[config.mk]
export PLATFORM = sky130hd
export DESIGN_NAME = shelf_atlas_allocator_unit_flat
export DESIGN_NICKNAME = d
export VERILOG_FILES = /design/src/sala_pkg.sv /design/src/sala_req_if.sv /design/src/sala_rsp_if.sv /design/src/shelf_atlas_allocator_unit.sv /design/src/sala_core.sv /design/src/flat_wrapper.sv
export SDC_FILE = /design/constraint.sdc
export NUM_CORES = 1
export LEC_CHECK = 0
export BUFFER_PORTS_ARGS = -buffer_cell sky130_fd_sc_hd__clkbuf_2
export CAP_MARGIN = 15
export CELL_PAD_IN_SITES_DETAIL_PLACEMENT = 1
export CELL_PAD_IN_SITES_GLOBAL_PLACEMENT = 1
export CORE_AREA = 2 2 126 128
export CTS_BUF_LIST = sky130_fd_sc_hd__clkbuf_16
export CTS_CLUSTER_DIAMETER = 150
export CTS_CLUSTER_SIZE = 30
export DETAILED_ROUTE_END_ITERATION = 12
export DIE_AREA = 0 0 128 130
export PLACE_DENSITY = 0.95
export SLEW_MARGIN = 5
export SYNTH_ARGS = -nofsm -noshare
export SYNTH_HDL_FRONTEND = slang
export SYNTH_HIERARCHICAL = 1
export SYNTH_SLANG_ARGS = --single-unit
[constraint.sdc]
create_clock -name clk -period 10.8 [get_ports clk]
set_input_delay 0 -clock clk [delete_from_list [all_inputs] [get_ports clk]]
set_output_delay 0 -clock clk [all_outputs]
set_load 0.02 [all_outputs]
[src/sala_pkg.sv]
// types and constants of the shelf atlas allocator
`timescale 1ns / 1ps

package sala_pkg;

  localparam int ATLAS_SIZE = 1024;
  // pen and row height range over 0..ATLAS_SIZE
  localparam int POS_W = $clog2(ATLAS_SIZE + 1);
  // sums of a pen value and a glyph size plus one
  localparam int SUM_W = POS_W + 1;

  localparam int DIM_W = 10;
  localparam int COORD_W = 10;
  localparam int BOT_W = 11;

  localparam logic [SUM_W-1:0] SIZE_S = SUM_W'(ATLAS_SIZE);
  localparam logic [POS_W-1:0] SIZE_P = POS_W'(ATLAS_SIZE);

  typedef enum logic {
    OP_PLACE = 1'b0,
    OP_FLUSH = 1'b1
  } opcode_t;

  typedef enum logic [1:0] {
    ST_PLACED  = 2'd0,
    ST_SKIPPED = 2'd1,
    ST_FULL    = 2'd2,
    ST_FLUSH   = 2'd3
  } status_t;

  typedef struct packed {
    opcode_t            opcode;
    logic [DIM_W-1:0]   glyph_width;
    logic [DIM_W-1:0]   glyph_height;
  } req_t;

  typedef struct packed {
    status_t            status;
    logic [COORD_W-1:0] atlas_x;
    logic [COORD_W-1:0] atlas_y;
    logic               dirty_valid;
    logic [COORD_W-1:0] dirty_top;
    logic [BOT_W-1:0]   dirty_bottom;
  } rsp_t;

endpackage

[src/sala_req_if.sv]
// request channel: valid, ready and one request word
`timescale 1ns / 1ps

interface sala_req_if;
  logic        valid;
  logic        ready;
  logic        opcode;
  logic [9:0]  glyph_width;
  logic [9:0]  glyph_height;

  modport source (output valid, opcode, glyph_width, glyph_height, input ready);
  modport sink (input valid, opcode, glyph_width, glyph_height, output ready);
endinterface

[src/sala_rsp_if.sv]
// result channel: valid, ready and one result word
`timescale 1ns / 1ps

interface sala_rsp_if;
  logic        valid;
  logic        ready;
  logic [1:0]  status;
  logic [9:0]  atlas_x;
  logic [9:0]  atlas_y;
  logic        dirty_valid;
  logic [9:0]  dirty_top;
  logic [10:0] dirty_bottom;

  modport source (output valid, status, atlas_x, atlas_y, dirty_valid, dirty_top,
                  dirty_bottom, input ready);
  modport sink (input valid, status, atlas_x, atlas_y, dirty_valid, dirty_top,
                dirty_bottom, output ready);
endinterface

[src/shelf_atlas_allocator_unit.sv]
// Shelf allocator for a square glyph atlas. Place and flush requests arrive
// on req; every request gives exactly one result word on rsp, in order. The
// unit takes one request per clock while rsp is ready: a request is latched
// in an input register, and once the result register is free or being
// emptied the placement logic reads the pen and dirty band state, updates it
// and loads the result register, which offers the result word on rsp.
// Throughput is one word per cycle as long as rsp is ready; the result
// register keeps its word while rsp stalls and the input register still
// takes one more request.
`timescale 1ns / 1ps

module shelf_atlas_allocator_unit (
  input logic clk,
  input logic rst,
  sala_req_if.sink   req,
  sala_rsp_if.source rsp
);
  import sala_pkg::*;

  logic stg_valid;
  req_t stg;
  logic out_valid;
  rsp_t out;
  rsp_t res;
  logic step;

  // the stage fires when the result register is free or being emptied
  assign step      = stg_valid && (!out_valid || rsp.ready);
  assign req.ready = !stg_valid || step;

  always_ff @(posedge clk) begin
    if (rst) begin
      stg_valid <= 1'b0;
    end else if (req.ready) begin
      stg_valid <= req.valid;
    end
  end

  always_ff @(posedge clk) begin
    if (req.valid && req.ready) begin
      stg.opcode       <= opcode_t'(req.opcode);
      stg.glyph_width  <= req.glyph_width;
      stg.glyph_height <= req.glyph_height;
    end
  end

  sala_core u_core (
    .clk  (clk),
    .rst  (rst),
    .step (step),
    .req  (stg),
    .res  (res)
  );

  always_ff @(posedge clk) begin
    if (rst) begin
      out_valid <= 1'b0;
    end else if (step) begin
      out_valid <= 1'b1;
    end else if (rsp.ready) begin
      out_valid <= 1'b0;
    end
  end

  always_ff @(posedge clk) begin
    if (step) begin
      out <= res;
    end
  end

  assign rsp.valid        = out_valid;
  assign rsp.status       = out.status;
  assign rsp.atlas_x      = out.atlas_x;
  assign rsp.atlas_y      = out.atlas_y;
  assign rsp.dirty_valid  = out.dirty_valid;
  assign rsp.dirty_top    = out.dirty_top;
  assign rsp.dirty_bottom = out.dirty_bottom;

endmodule

[src/sala_core.sv]
// pen, row and dirty band state with the single-pass placement logic
`timescale 1ns / 1ps

module sala_core (
  input  logic          clk,
  input  logic          rst,
  input  logic          step,
  input  sala_pkg::req_t req,
  output sala_pkg::rsp_t res
);
  import sala_pkg::*;

  logic [POS_W-1:0]   pen_x, pen_x_next;
  logic [POS_W-1:0]   pen_y, pen_y_next;
  logic [POS_W-1:0]   row_height, row_height_next;
  logic               dirty_flag, dirty_flag_next;
  logic [COORD_W-1:0] dirty_first_row, dirty_first_row_next;
  logic [BOT_W-1:0]   dirty_end_row, dirty_end_row_next;

  logic [SUM_W-1:0]   sum_x;
  logic [SUM_W-1:0]   ny;
  logic [SUM_W-1:0]   sum_y;
  logic [SUM_W-1:0]   w_plus;
  logic               wrap;
  logic               full;
  logic               empty;
  logic [POS_W-1:0]   px, py, rh;
  logic [POS_W-1:0]   bot;

  always_comb begin
    sum_x = SUM_W'(pen_x) + SUM_W'(req.glyph_width) + SUM_W'(1);
    wrap  = sum_x > SIZE_S;
    ny    = SUM_W'(pen_y) + SUM_W'(row_height) + SUM_W'(1);
    px    = wrap ? '0 : pen_x;
    py    = wrap ? ((ny > SIZE_S) ? SIZE_P : ny[POS_W-1:0]) : pen_y;
    rh    = wrap ? '0 : row_height;
    sum_y = SUM_W'(py) + SUM_W'(req.glyph_height) + SUM_W'(1);
    w_plus = SUM_W'(req.glyph_width) + SUM_W'(1);
    full  = (sum_y > SIZE_S) || (w_plus > SIZE_S);
    empty = (req.glyph_width == '0) || (req.glyph_height == '0);
    // cannot overflow: only used when the glyph fits below the atlas edge
    bot   = py + POS_W'(req.glyph_height);
  end

  always_comb begin
    pen_x_next           = pen_x;
    pen_y_next           = pen_y;
    row_height_next      = row_height;
    dirty_flag_next      = dirty_flag;
    dirty_first_row_next = dirty_first_row;
    dirty_end_row_next   = dirty_end_row;
    res                  = '0;
    unique case (req.opcode)
      OP_FLUSH: begin
        res.status       = ST_FLUSH;
        res.dirty_valid  = dirty_flag;
        res.dirty_top    = dirty_flag ? dirty_first_row : '0;
        res.dirty_bottom = dirty_flag ? dirty_end_row : '0;
        dirty_flag_next  = 1'b0;
      end
      OP_PLACE: begin
        if (empty) begin
          res.status = ST_SKIPPED;
        end else begin
          // the row move sticks even when the glyph is then refused
          pen_x_next      = px;
          pen_y_next      = py;
          row_height_next = rh;
          if (full) begin
            res.status = ST_FULL;
          end else begin
            res.status  = ST_PLACED;
            res.atlas_x = px[COORD_W-1:0];
            res.atlas_y = py[COORD_W-1:0];
            if (!dirty_flag || (py[COORD_W-1:0] < dirty_first_row)) begin
              dirty_first_row_next = py[COORD_W-1:0];
            end
            if (!dirty_flag || (BOT_W'(bot) > dirty_end_row)) begin
              dirty_end_row_next = BOT_W'(bot);
            end
            dirty_flag_next = 1'b1;
            pen_x_next      = px + POS_W'(req.glyph_width) + POS_W'(1);
            if (POS_W'(req.glyph_height) > rh) begin
              row_height_next = POS_W'(req.glyph_height);
            end
          end
        end
      end
      default: begin
        res = '0;
      end
    endcase
  end

  always_ff @(posedge clk) begin
    if (rst) begin
      pen_x           <= '0;
      pen_y           <= '0;
      row_height      <= '0;
      dirty_flag      <= 1'b0;
      dirty_first_row <= '0;
      dirty_end_row   <= '0;
    end else if (step) begin
      pen_x           <= pen_x_next;
      pen_y           <= pen_y_next;
      row_height      <= row_height_next;
      dirty_flag      <= dirty_flag_next;
      dirty_first_row <= dirty_first_row_next;
      dirty_end_row   <= dirty_end_row_next;
    end
  end

endmodule

[src/flat_wrapper.sv]
// flat-port wrapper written by rule: the top's interface ports become plain ports
module shelf_atlas_allocator_unit_flat import sala_pkg::*;
  (clk, rst, req_valid, req_opcode, req_glyph_width, req_glyph_height, req_ready, rsp_valid, rsp_status, rsp_atlas_x, rsp_atlas_y, rsp_dirty_valid, rsp_dirty_top, rsp_dirty_bottom, rsp_ready);
  sala_req_if req_i ();
  sala_rsp_if rsp_i ();
  input logic clk;
  input logic rst;
  input wire logic [$bits(req_i.valid)-1:0] req_valid;
  input wire logic [$bits(req_i.opcode)-1:0] req_opcode;
  input wire logic [$bits(req_i.glyph_width)-1:0] req_glyph_width;
  input wire logic [$bits(req_i.glyph_height)-1:0] req_glyph_height;
  output wire logic [$bits(req_i.ready)-1:0] req_ready;
  output wire logic [$bits(rsp_i.valid)-1:0] rsp_valid;
  output wire logic [$bits(rsp_i.status)-1:0] rsp_status;
  output wire logic [$bits(rsp_i.atlas_x)-1:0] rsp_atlas_x;
  output wire logic [$bits(rsp_i.atlas_y)-1:0] rsp_atlas_y;
  output wire logic [$bits(rsp_i.dirty_valid)-1:0] rsp_dirty_valid;
  output wire logic [$bits(rsp_i.dirty_top)-1:0] rsp_dirty_top;
  output wire logic [$bits(rsp_i.dirty_bottom)-1:0] rsp_dirty_bottom;
  input wire logic [$bits(rsp_i.ready)-1:0] rsp_ready;
  assign req_i.valid = req_valid;
  assign req_i.opcode = req_opcode;
  assign req_i.glyph_width = req_glyph_width;
  assign req_i.glyph_height = req_glyph_height;
  assign req_ready = req_i.ready;
  assign rsp_valid = rsp_i.valid;
  assign rsp_status = rsp_i.status;
  assign rsp_atlas_x = rsp_i.atlas_x;
  assign rsp_atlas_y = rsp_i.atlas_y;
  assign rsp_dirty_valid = rsp_i.dirty_valid;
  assign rsp_dirty_top = rsp_i.dirty_top;
  assign rsp_dirty_bottom = rsp_i.dirty_bottom;
  assign rsp_i.ready = rsp_ready;
  shelf_atlas_allocator_unit u_core (.clk(clk), .rst(rst), .req(req_i), .rsp(rsp_i));
endmodule
# After elaboration in Yosys (flattened, before gate mapping)
# Cells that the tools add are included.
[word_totals] ff_bits=122 in_bits=25 elab_cells=74
[op_classes] add_sub_neg=10 n_lt_le_gt_ge=7 n_eq_ne=2 mux=15 bitwise_logic=3 n_reduce_logical=20
[ops] cell="11-bit 2-to-1 mux" n=7
[ops] cell="12-bit by 1-bit adder with 12-bit output, second input constant" n=3
[ops] cell="12-bit by 11-bit > comparator with 1-bit output, second input constant" n=3
[ops] cell="11-bit by 10-bit adder with 12-bit output" n=2
[ops] cell="11-bit by 10-bit adder with 11-bit output" n=2
[ops] cell="10-bit logical NOT" n=2
[ops] cell="11-bit by 11-bit adder with 12-bit output" n=1
[ops] cell="10-bit by 1-bit adder with 11-bit output, second input constant" n=1
[ops] cell="11-bit by 1-bit adder with 11-bit output, second input constant" n=1
[ops] cell="10-bit by 11-bit > comparator with 1-bit output" n=1
[ops] cell="11-bit > comparator" n=1
[ops] cell="11-bit > comparator, second input constant" n=1
[ops] cell="10-bit less-than comparator" n=1
[ops] cell="5-bit AND reduction" n=2
[ops] cell="1-bit logical OR" n=6
[ops] cell="3-bit AND reduction" n=2
[ops] cell="1-bit 2-to-1 mux" n=4
[ops] cell="2-bit 2-to-1 mux" n=2
[ops] cell="2-bit != test, second input constant" n=2
[ops] cell="2-bit one-hot mux with 2 select lines" n=1
[ops] cell="1-bit logical NOT" n=3
[ops] cell="1-bit NOT" n=3
[ops] cell="3-bit OR reduction" n=1
[ops] cell="1-bit logical AND" n=2
[ops] cell="3 further kinds" n=3

# Longest topological paths before layout
# Gate-level depths: netlist of run 1.
[depth] depth_word=12 mapped_depth=34 depth_no_buf=32

# Cells and area by module
# The synthesis of run 1 kept the hierarchy.
[by_module_without_submodules] mod="sala_core" instances=1 cells_each=690 area_each_um2=5495.3
[by_module_without_submodules] mod="shelf_atlas_allocator_unit" instances=1 cells_each=75 area_each_um2=2055.7

# Worst setup path before layout of run 1
# Ideal clock, no wire load.
[synth_path] kind="register to register" start="register u_core/stg[10] in the netlist's numbering" end="register u_core.u_core.dirty_end_row[0]" setup_time_ns=0.128 arrival_ns=6.198 required_ns=10.672 slack_ns=4.474 path_stages_with_launch=35 n_path_buf=2 period_less_slack_ns=6.326 cell_sequence="edfxtp_1 -> inv_1 -> ha_1 -> inv_1 -> fa_1 -> a211o_1 -> a2111oi_2 -> nor2_1 -> xor2_1 -> nor4_2 -> a21o_1 -> buf_4 -> nor2_1 -> a22oi_1 -> inv_1 -> ha_1 -> a21o_1 -> a21oi_1 -> o21bai_1 -> a21oi_1 -> o21ai_0 -> a21o_1 -> a21oi_1 -> xnor2_1 -> ha_1 -> nand4_1 -> o32ai_1 -> a31oi_1 -> o21ai_0 -> nand2_1 -> nand2_1 -> a21oi_4 -> buf_4 -> mux2i_1 -> nor2_1"
[synth_between] word_cells_on_any_way=18 cone_classes="add/sub (6); order compare (4); mux (1); bitwise (2); reduce/logical (5)"
[synth_lines] item="start, declared" line="shelf_atlas_allocator_unit.sv:21" rtl="req_t stg;"
[synth_lines] item="11-bit by 10-bit adder with 12-bit output" line="sala_core.sv:31" rtl="sum_x = SUM_W'(pen_x) + SUM_W'(req.glyph_width) + SUM_W'(1);"
[synth_lines] item="12-bit by 1-bit adder with 12-bit output" line="sala_core.sv:31"
[synth_lines] item="12-bit by 11-bit > comparator with 1-bit output" line="sala_core.sv:32" rtl="wrap = sum_x > SIZE_S;"
[synth_lines] item="11-bit 2-to-1 mux" line="sala_core.sv:35" rtl="py = wrap ? ((ny > SIZE_S) ? SIZE_P : ny[POS_W-1:0]) : pen_y;"
[synth_lines] item="named net u_core.u_core.py[1]" line="sala_core.sv:27" rtl="logic [POS_W-1:0] px, py, rh;"
[synth_lines] item="11-bit by 10-bit adder with 11-bit output" line="sala_core.sv:42" rtl="bot = py + POS_W'(req.glyph_height);"
[synth_lines] item="named net u_core.u_core.bot[9]" line="sala_core.sv:28" rtl="logic [POS_W-1:0] bot;"
[synth_lines] item="11-bit > comparator" line="sala_core.sv:78" rtl="if (!dirty_flag || (BOT_W'(bot) > dirty_end_row)) begin"
[synth_lines] item="1-bit logical OR" line="sala_core.sv:78"
[synth_lines] item="5-bit AND reduction (no line)"
[synth_lines] item="end signal, assigned" line="sala_core.sv:109" rtl="dirty_end_row <= dirty_end_row_next;"
[synth_lines] item="end, declared" line="sala_core.sv:18" rtl="logic [BOT_W-1:0] dirty_end_row, dirty_end_row_next;"
# The timed path passes the listed nets, and every way through them passes these cells.
# A chain may end at the register's enable or synchronous reset.

# Final worst setup path of run 1
[layout_path] start="register u_core/stg[10] in the netlist's numbering" end="register u_core.u_core.dirty_end_row[10]"
# Same word-level chain as after synthesis.

==> impl_metrics.env, run 1 <==
export IMPL_status="finished, final reports clean"
export IMPL_grt_pass1_wl_mm=41.1
export IMPL_die_w_um=128
export IMPL_diodes=0
export IMPL_drtAntennaViolNets=0
export IMPL_post_route_util=0.573
export IMPL_ys_ff_latch=122
export IMPL_cts_sinks=122
export IMPL_ios=71
export IMPL_vias_per_cell=6.58
export IMPL_hp_start="req_glyph_width[4]"
export IMPL_tritoncts="yes"
export IMPL_p_leak_nw=3.84
export IMPL_path_clk_slew_ns=0.05
export IMPL_grt_setup_unrepaired="false"
export IMPL_whs_endpoint="u_core/stg[14]"
export IMPL_finalCritPeriodShare=0.792
export IMPL_p_total_mw=1.39
export IMPL_ctsResizeCount=0
export IMPL_coreArea_um2=15400
export IMPL_cpPeakStageDelay_ns=0.51
export IMPL_vias=6953
export IMPL_worstPathRequired_ns=11.05
export IMPL_critPathArrivalTime_ns=8.80
export IMPL_final_area_um2=8840
export IMPL_h_tree_depth=4
export IMPL_crit_fanout=45
export IMPL_skew_ns=0.0155
export IMPL_nNetsFinal=953
export IMPL_maxSlewViolCount=0
export IMPL_wire_per_inst_um=25.0
export IMPL_worstSetupStartpointType="flop"
export IMPL_cp_end_kind="flop"
export IMPL_start_util=0.490
export IMPL_max_freq_ghz=0.117
export IMPL_hold_viol=0
export IMPL_setup_viol_count_final=0
export IMPL_holdPathStages=2
export IMPL_setup_ws_ns=2.25
export IMPL_grt_pass1_vias=7387
export IMPL_tns_ns=0
export IMPL_regToRegSetupSlack_ns=2.25
export IMPL_pre_cts_slack_ns=3.22
export IMPL_peakVddDrop_mv=0.0778
export IMPL_yosysUniqueCellTypes=76
export IMPL_clk_path_buf_depth=2
export IMPL_syn_avg_cell_area_um2=9.87
export IMPL_cap_violations=0
export IMPL_r2r_start="u_core/stg[10]"
export IMPL_grt_overflow_total=0
export IMPL_drive_gt1_frac=0.140
export IMPL_crit_slowest_cell="a21oi_4"
export IMPL_grt_use_total=0.323
export IMPL_cts_root_buf="clkbuf_16"
export IMPL_yosysSeqAreaShare=0.410
export IMPL_drc=0
export IMPL_synth_edff_count=65
export IMPL_port_buffers=70
export IMPL_cp_num_buf_inv=4
export IMPL_criticalPathCategory="reg2reg"
export IMPL_syn2layout_area_growth_pct=17.1
export IMPL_rows=46
export IMPL_tightest_slew_ns=1.07
export IMPL_worstRegToRegCells=32
export IMPL_min_period_ns=8.55
export IMPL_cts_made_buffers=17
export IMPL_cpLargestDelayFamily="compound AO/OA/AOI/OAI gates"
export IMPL_syn_nets=867
export IMPL_grt_max_degree=48
export IMPL_pwr_density_cell_nw_per_um2=157
export IMPL_synth_area_um2=7550
export IMPL_dieHeight_um=130
export IMPL_placed_area_um2=8020
export IMPL_gp_congestion=0.911
export IMPL_clock_latency_ns=0.43
export IMPL_wl_mm=26.5
export IMPL_synthFlopType="edfxtp_1"
export IMPL_dp_hpwl_mm=15.7
export IMPL_drt_iter0_drc=727
export IMPL_slew_headroom=0.286
export IMPL_ys_warn_count=6
export IMPL_post_cts_buffers=0
export IMPL_async_flop_share=0
export IMPL_r2r_end="u_core/u_core/dirty_end_row[10]"
export IMPL_hold_class="in2reg"
export IMPL_die_area_um2=16600
export IMPL_synthCells=765
export IMPL_first_pass_iters=5
export IMPL_antenna_found_initial=0
-- cells by family after synthesis --
family / Yosys count / synth area share
flops: 122 / 0.410
compound gates: 217 / 0.211
simple gates: 214 / 0.147
mux: 12 / 0.0159
xor+xnor: 27 / 0.0313
fa+ha+maj: 77 / 0.133
buf+inv: 96 / 0.0524
-- state kept, by name, summed over array words and instances (netlist names) --
name	flops
u_core/stg_valid	1
u_core/rsp.dirty_top	10
u_core/stg	21
u_core/u_core/dirty_first_row	10
u_core/u_core/row_height	11
u_core/u_core/pen_y	11
u_core/rsp.status	2
u_core/rsp.atlas_y	10
u_core/u_core/dirty_end_row	11
u_core/rsp.dirty_bottom	11
u_core/u_core/dirty_flag	1
u_core/u_core/pen_x	11
u_core/rsp.atlas_x	10
u_core/rsp.dirty_valid	1
u_core/rsp.valid	1
-- how the worst max path moves through the flow --
stage,depth (start not counted),start,endpoint
after floorplan,34,u_core/stg[10],u_core/u_core/dirty_end_row[0]
after global placement,26,u_core/stg[10],u_core/u_core/row_height[4]
after detailed placement,32,u_core/stg[10],u_core/u_core/dirty_end_row[3]
after CTS,32,u_core/stg[10],u_core/u_core/dirty_end_row[10]
after global routing,32,u_core/stg[10],u_core/u_core/dirty_end_row[10]
final,32,u_core/stg[10],u_core/u_core/dirty_end_row[10]
-- what timing repair did --
item | 4_1_cts | 5_1_grt
endpoints found under the setup margin | 0 | 0
hold endpoints to repair | 23 | 0
hold buffers | 24 | 0
-- cell usage in the layout (no fill, tap or decap), drive strengths merged, types with 10 or more instances in the layout --
master,count
a211oi,18
a21o,15
a21oi,51
a22o,20
a311oi,10
and2,24
and3,26
clkbuf,87
dfxtp,57
dlygate4sd3,24
edfxtp,65
ha,72
inv,69
mux2i,12
nand2,41
nor2,64
o21ai,29
xnor2,14
xor2,13
-- layer usage --
layer,vias up,global-route usage,share of wire,wire length [µm]
met5,-,0,0,0
met4,0,0.195,0.059,1560
met2,425,0.564,0.50,13100
met3,141,0.0767,0.069,1810
li1,2999,-,-,-
met1,3388,0.360,0.38,9940
-- per-stage QoR --
step	hold WS, ns	std cells
finish	0.285	1056
global placement	0.176	1000
global route	0.289	1056
CTS	0.273	1056
floorplan	0.0624	765
detailed placement	0.179	1000
-- where the power goes --
group | internal (mW) | leakage [nW] | total, mW | switching (mW)
sequential | 0.512 | 1.10 | 0.536 | 0.0239
clock | 0.359 | 0.291 | 0.580 | 0.221
combinational | 0.102 | 2.44 | 0.274 | 0.172
total | 0.973 | 3.84 | 1.39 | 0.417
-- final cells by class --
type	instances	area [µm²]
flip-flops and latches	122	3090
clock inverters	15	158
clock buffers	17	425
multi-input cells	547	4060
inverters	65	244
fillers	1701	6580
repair buffers	98	621
well taps	192	240
-- cell usage after synthesis (9+ instances only) --
| cell type | count | share of area |
|---|---|---|
| a211oi_1 | 16 | 0.016 |
| a21o_1 | 15 | 0.015 |
| a21oi_1 | 48 | 0.032 |
| a22o_1 | 20 | 0.023 |
| a311oi_1 | 10 | 0.012 |
| and2_1 | 22 | 0.018 |
| and3_1 | 26 | 0.022 |
| buf_2 | 10 | 0.0066 |
| clkbuf_1 | 16 | 0.0080 |
| dfxtp_1 | 57 | 0.15 |
| edfxtp_1 | 65 | 0.26 |
| ha_1 | 72 | 0.12 |
| inv_1 | 65 | 0.032 |
| mux2i_1 | 12 | 0.016 |
| nand2_1 | 41 | 0.020 |
| nand3_1 | 9 | 0.0060 |
| nor2_1 | 64 | 0.032 |
| o21ai_0 | 27 | 0.018 |
| o31a_1 | 9 | 0.010 |
| xnor2_1 | 14 | 0.016 |
| xor2_1 | 13 | 0.015 |
Note: power is estimated with default switching activity, not from simulation.
==> run 2: changes to the inputs <==
- CORE_AREA: 2 2 126 128 -> 2 2 136 138
- DIE_AREA: 0 0 128 130 -> 0 0 138 140
- PLACE_DENSITY: 0.95 -> 0.88
- clock period: 10.8 -> 7.5 ns (I/O delays scaled with it)
==> run 2 against run 1 <==
  * Critical path depth is 8 lower
  * Global-route usage is 8.1 points lower
  * Die area is 16% higher
  * Setup slack worse by 2.0 ns
  * Hold slack worse by 0.0090 ns
  * Largest cell class unchanged
==> impl_metrics.env, run 2 (same netlist as run 1, synthesis figures left out) <==
export IMPL_port_buffers=70
export IMPL_drc=0
export IMPL_ios=71
export IMPL_final_common_cell="ha_1"
export IMPL_tritoncts="yes"
export IMPL_diodes=0
export IMPL_hold_class="in2reg"
export IMPL_antenna_found_initial=0
export IMPL_nNetsFinal=961
export IMPL_cp_cell_sequence="inv_1 > ha_1 > inv_1 > fa_1 > a211oi_1 > nor3b_1 > o31ai_2 > o21ai_0 > a211o_1 > o31a_1 > nor2_1 > a22oi_1 > buf_4 > fa_1 > nand2b_1 > a21oi_1 > a31oi_1 > xnor2_1 > or4_1 > a211o_1 > or3_4 > a211oi_1 > and2_1 > a22o_1"
export IMPL_grt_pass1_vias=6881
export IMPL_clock_latency_ns=0.43
export IMPL_drt_iter0_drc=378
export IMPL_cts_sinks=122
export IMPL_min_period_ns=7.26
export IMPL_wire_per_inst_um=21.2
export IMPL_die_area_um2=19300
export IMPL_hp_start="req_glyph_width[9]"
export IMPL_fillers=1976
export IMPL_setup_viol_count_final=0
export IMPL_syn2layout_area_growth_pct=19.4
export IMPL_dp_cells=1041
export IMPL_cp_end_kind="flop"
export IMPL_slew_headroom=0.329
export IMPL_grt_use_total=0.242
export IMPL_rows=49
export IMPL_placed_area_um2=8100
export IMPL_regToRegSetupSlack_ns=0.24
export IMPL_first_pass_iters=5
export IMPL_dieHeight_um=140
export IMPL_cts_made_buffers=17
export IMPL_tightest_slew_ns=1.01
export IMPL_die_w_um=138
export IMPL_crit_slowest_cell="or4_1"
export IMPL_criticalPathCategory="reg2reg"
export IMPL_fin_cells=1101
export IMPL_grt_pass1_wl_mm=36.9
export IMPL_finalCritPeriodShare=0.968
export IMPL_hold_viol=0
export IMPL_dp_hpwl_mm=14.9
export IMPL_path_clk_slew_ns=0.06
export IMPL_worstSetupStartpoint="u_core/u_core/pen_y[0]"
export IMPL_vias_per_cell=5.91
export IMPL_mostFrequentLayoutCells="ha_1, inv_1, clkbuf_2"
export IMPL_grt_max_degree=47
export IMPL_start_util=0.425
export IMPL_peakVddDrop_mv=0.182
export IMPL_coreArea_um2=17800
export IMPL_final_area_um2=9020
export IMPL_r2r_start="u_core/u_core/pen_y[0]"
export IMPL_worstSetupStartpointType="flop"
export IMPL_vias=6511
export IMPL_max_freq_ghz=0.138
export IMPL_worstPathRequired_ns=7.86
export IMPL_r2r_end="u_core/u_core/row_height[7]"
export IMPL_crit_fanout=10
export IMPL_tns_ns=0
export IMPL_grt_overflow_total=0
export IMPL_status="finished, final reports clean"
export IMPL_cts_root_buf="clkbuf_16"
export IMPL_regMostFlops="u_core/stg"
export IMPL_cap_violations=0
export IMPL_p_total_mw=2.00
export IMPL_maxSlewViolCount=0
export IMPL_clk_path_buf_depth=2
export IMPL_h_tree_depth=4
export IMPL_p_leak_nw=3.89
export IMPL_cpPeakStageDelay_ns=0.50
export IMPL_drive_gt1_frac=0.148
export IMPL_whs_endpoint="u_core/stg[19]"
export IMPL_largest_reg_flops=21
export IMPL_worstRegToRegCells=24
export IMPL_holdPathStages=2
export IMPL_critPathArrivalTime_ns=7.62
export IMPL_drtAntennaViolNets=0
export IMPL_pwr_density_cell_nw_per_um2=221
export IMPL_wl_mm=23.4
export IMPL_gp_congestion=0.879
export IMPL_skew_ns=0.0107
[run 2: cell count changes in the layout (fill, tap and decap cells not counted), moves of 2 or more]
cell | previous run | this run
clkinv_2 | 4 | 1
inv_1 | 67 | 70
buf_4 | 4 | 11
inv_6 | 2 | 0
[run 2: worst max-delay path by stage]
stage	slack, ns	to	cells after the start
after floorplan	1.17	u_core/u_core/dirty_end_row[0]	34
after global placement	0.56	u_core/u_core/dirty_end_row[9]	31
after detailed placement	0.25	u_core/u_core/dirty_end_row[5]	32
after CTS	0.02	u_core/u_core/dirty_end_row[7]	32
after global routing	-0.09	u_core/u_core/dirty_end_row[0]	33
final	0.24	u_core/u_core/row_height[7]	24
[run 2: metrics by stage]
stage	setup slack, ns	hold WS [ns]	util
2_1_floorplan	1.17	0.0624	-
3_3_place_gp	0.560	0.176	0.455
3_5_place_dp	0.251	0.179	0.455
4_1_cts	0.0240	0.267	0.502
5_1_grt	-0.0892	0.286	0.507
6_report	0.243	0.276	0.507
[run 2: repair_timing]
item	4_1_cts	5_1_grt
hold buffers	24	0
resized for setup	0	7
endpoints found under the hold margin	23	0
endpoints found under the setup margin	0	63
buffers inserted	0	4
[run 2: final cells by class]
class	count	area [µm²]	share of cell area
clock inverters	15	171	0.0190
well taps	229	287	0.0318
clock buffers	17	425	0.0472
repair buffers	106	693	0.0769
flip-flops and latches	122	3090	0.343
multi-input cells	547	4110	0.455
inverters	65	244	0.0271
[run 2: per-layer routing]
layer / wire (µm) / up-vias / GRT usage
li1: - / 3011 / -
met1: 9510 / 3217 / 0.272
met2: 11900 / 211 / 0.437
met3: 911 / 72 / 0.0472
met4: 1050 / 0 / 0.121
met5: 0 / - / 0
[run 2: critical path: cells and delay by family, from the launching register on]
family          cells  cell delay [ns]
compound gates     11             3.24
simple gates        6             1.98
fa+ha+maj           3             1.07
flops               1             0.35
buf+inv             3             0.34
xor+xnor            1             0.18
[run 2: power by group]
| part | switching (mW) | internal, mW |
|---|---|---|
| registers | 0.0296 | 0.737 |
| clock network | 0.295 | 0.544 |
| logic | 0.238 | 0.152 |
| total | 0.563 | 1.43 |
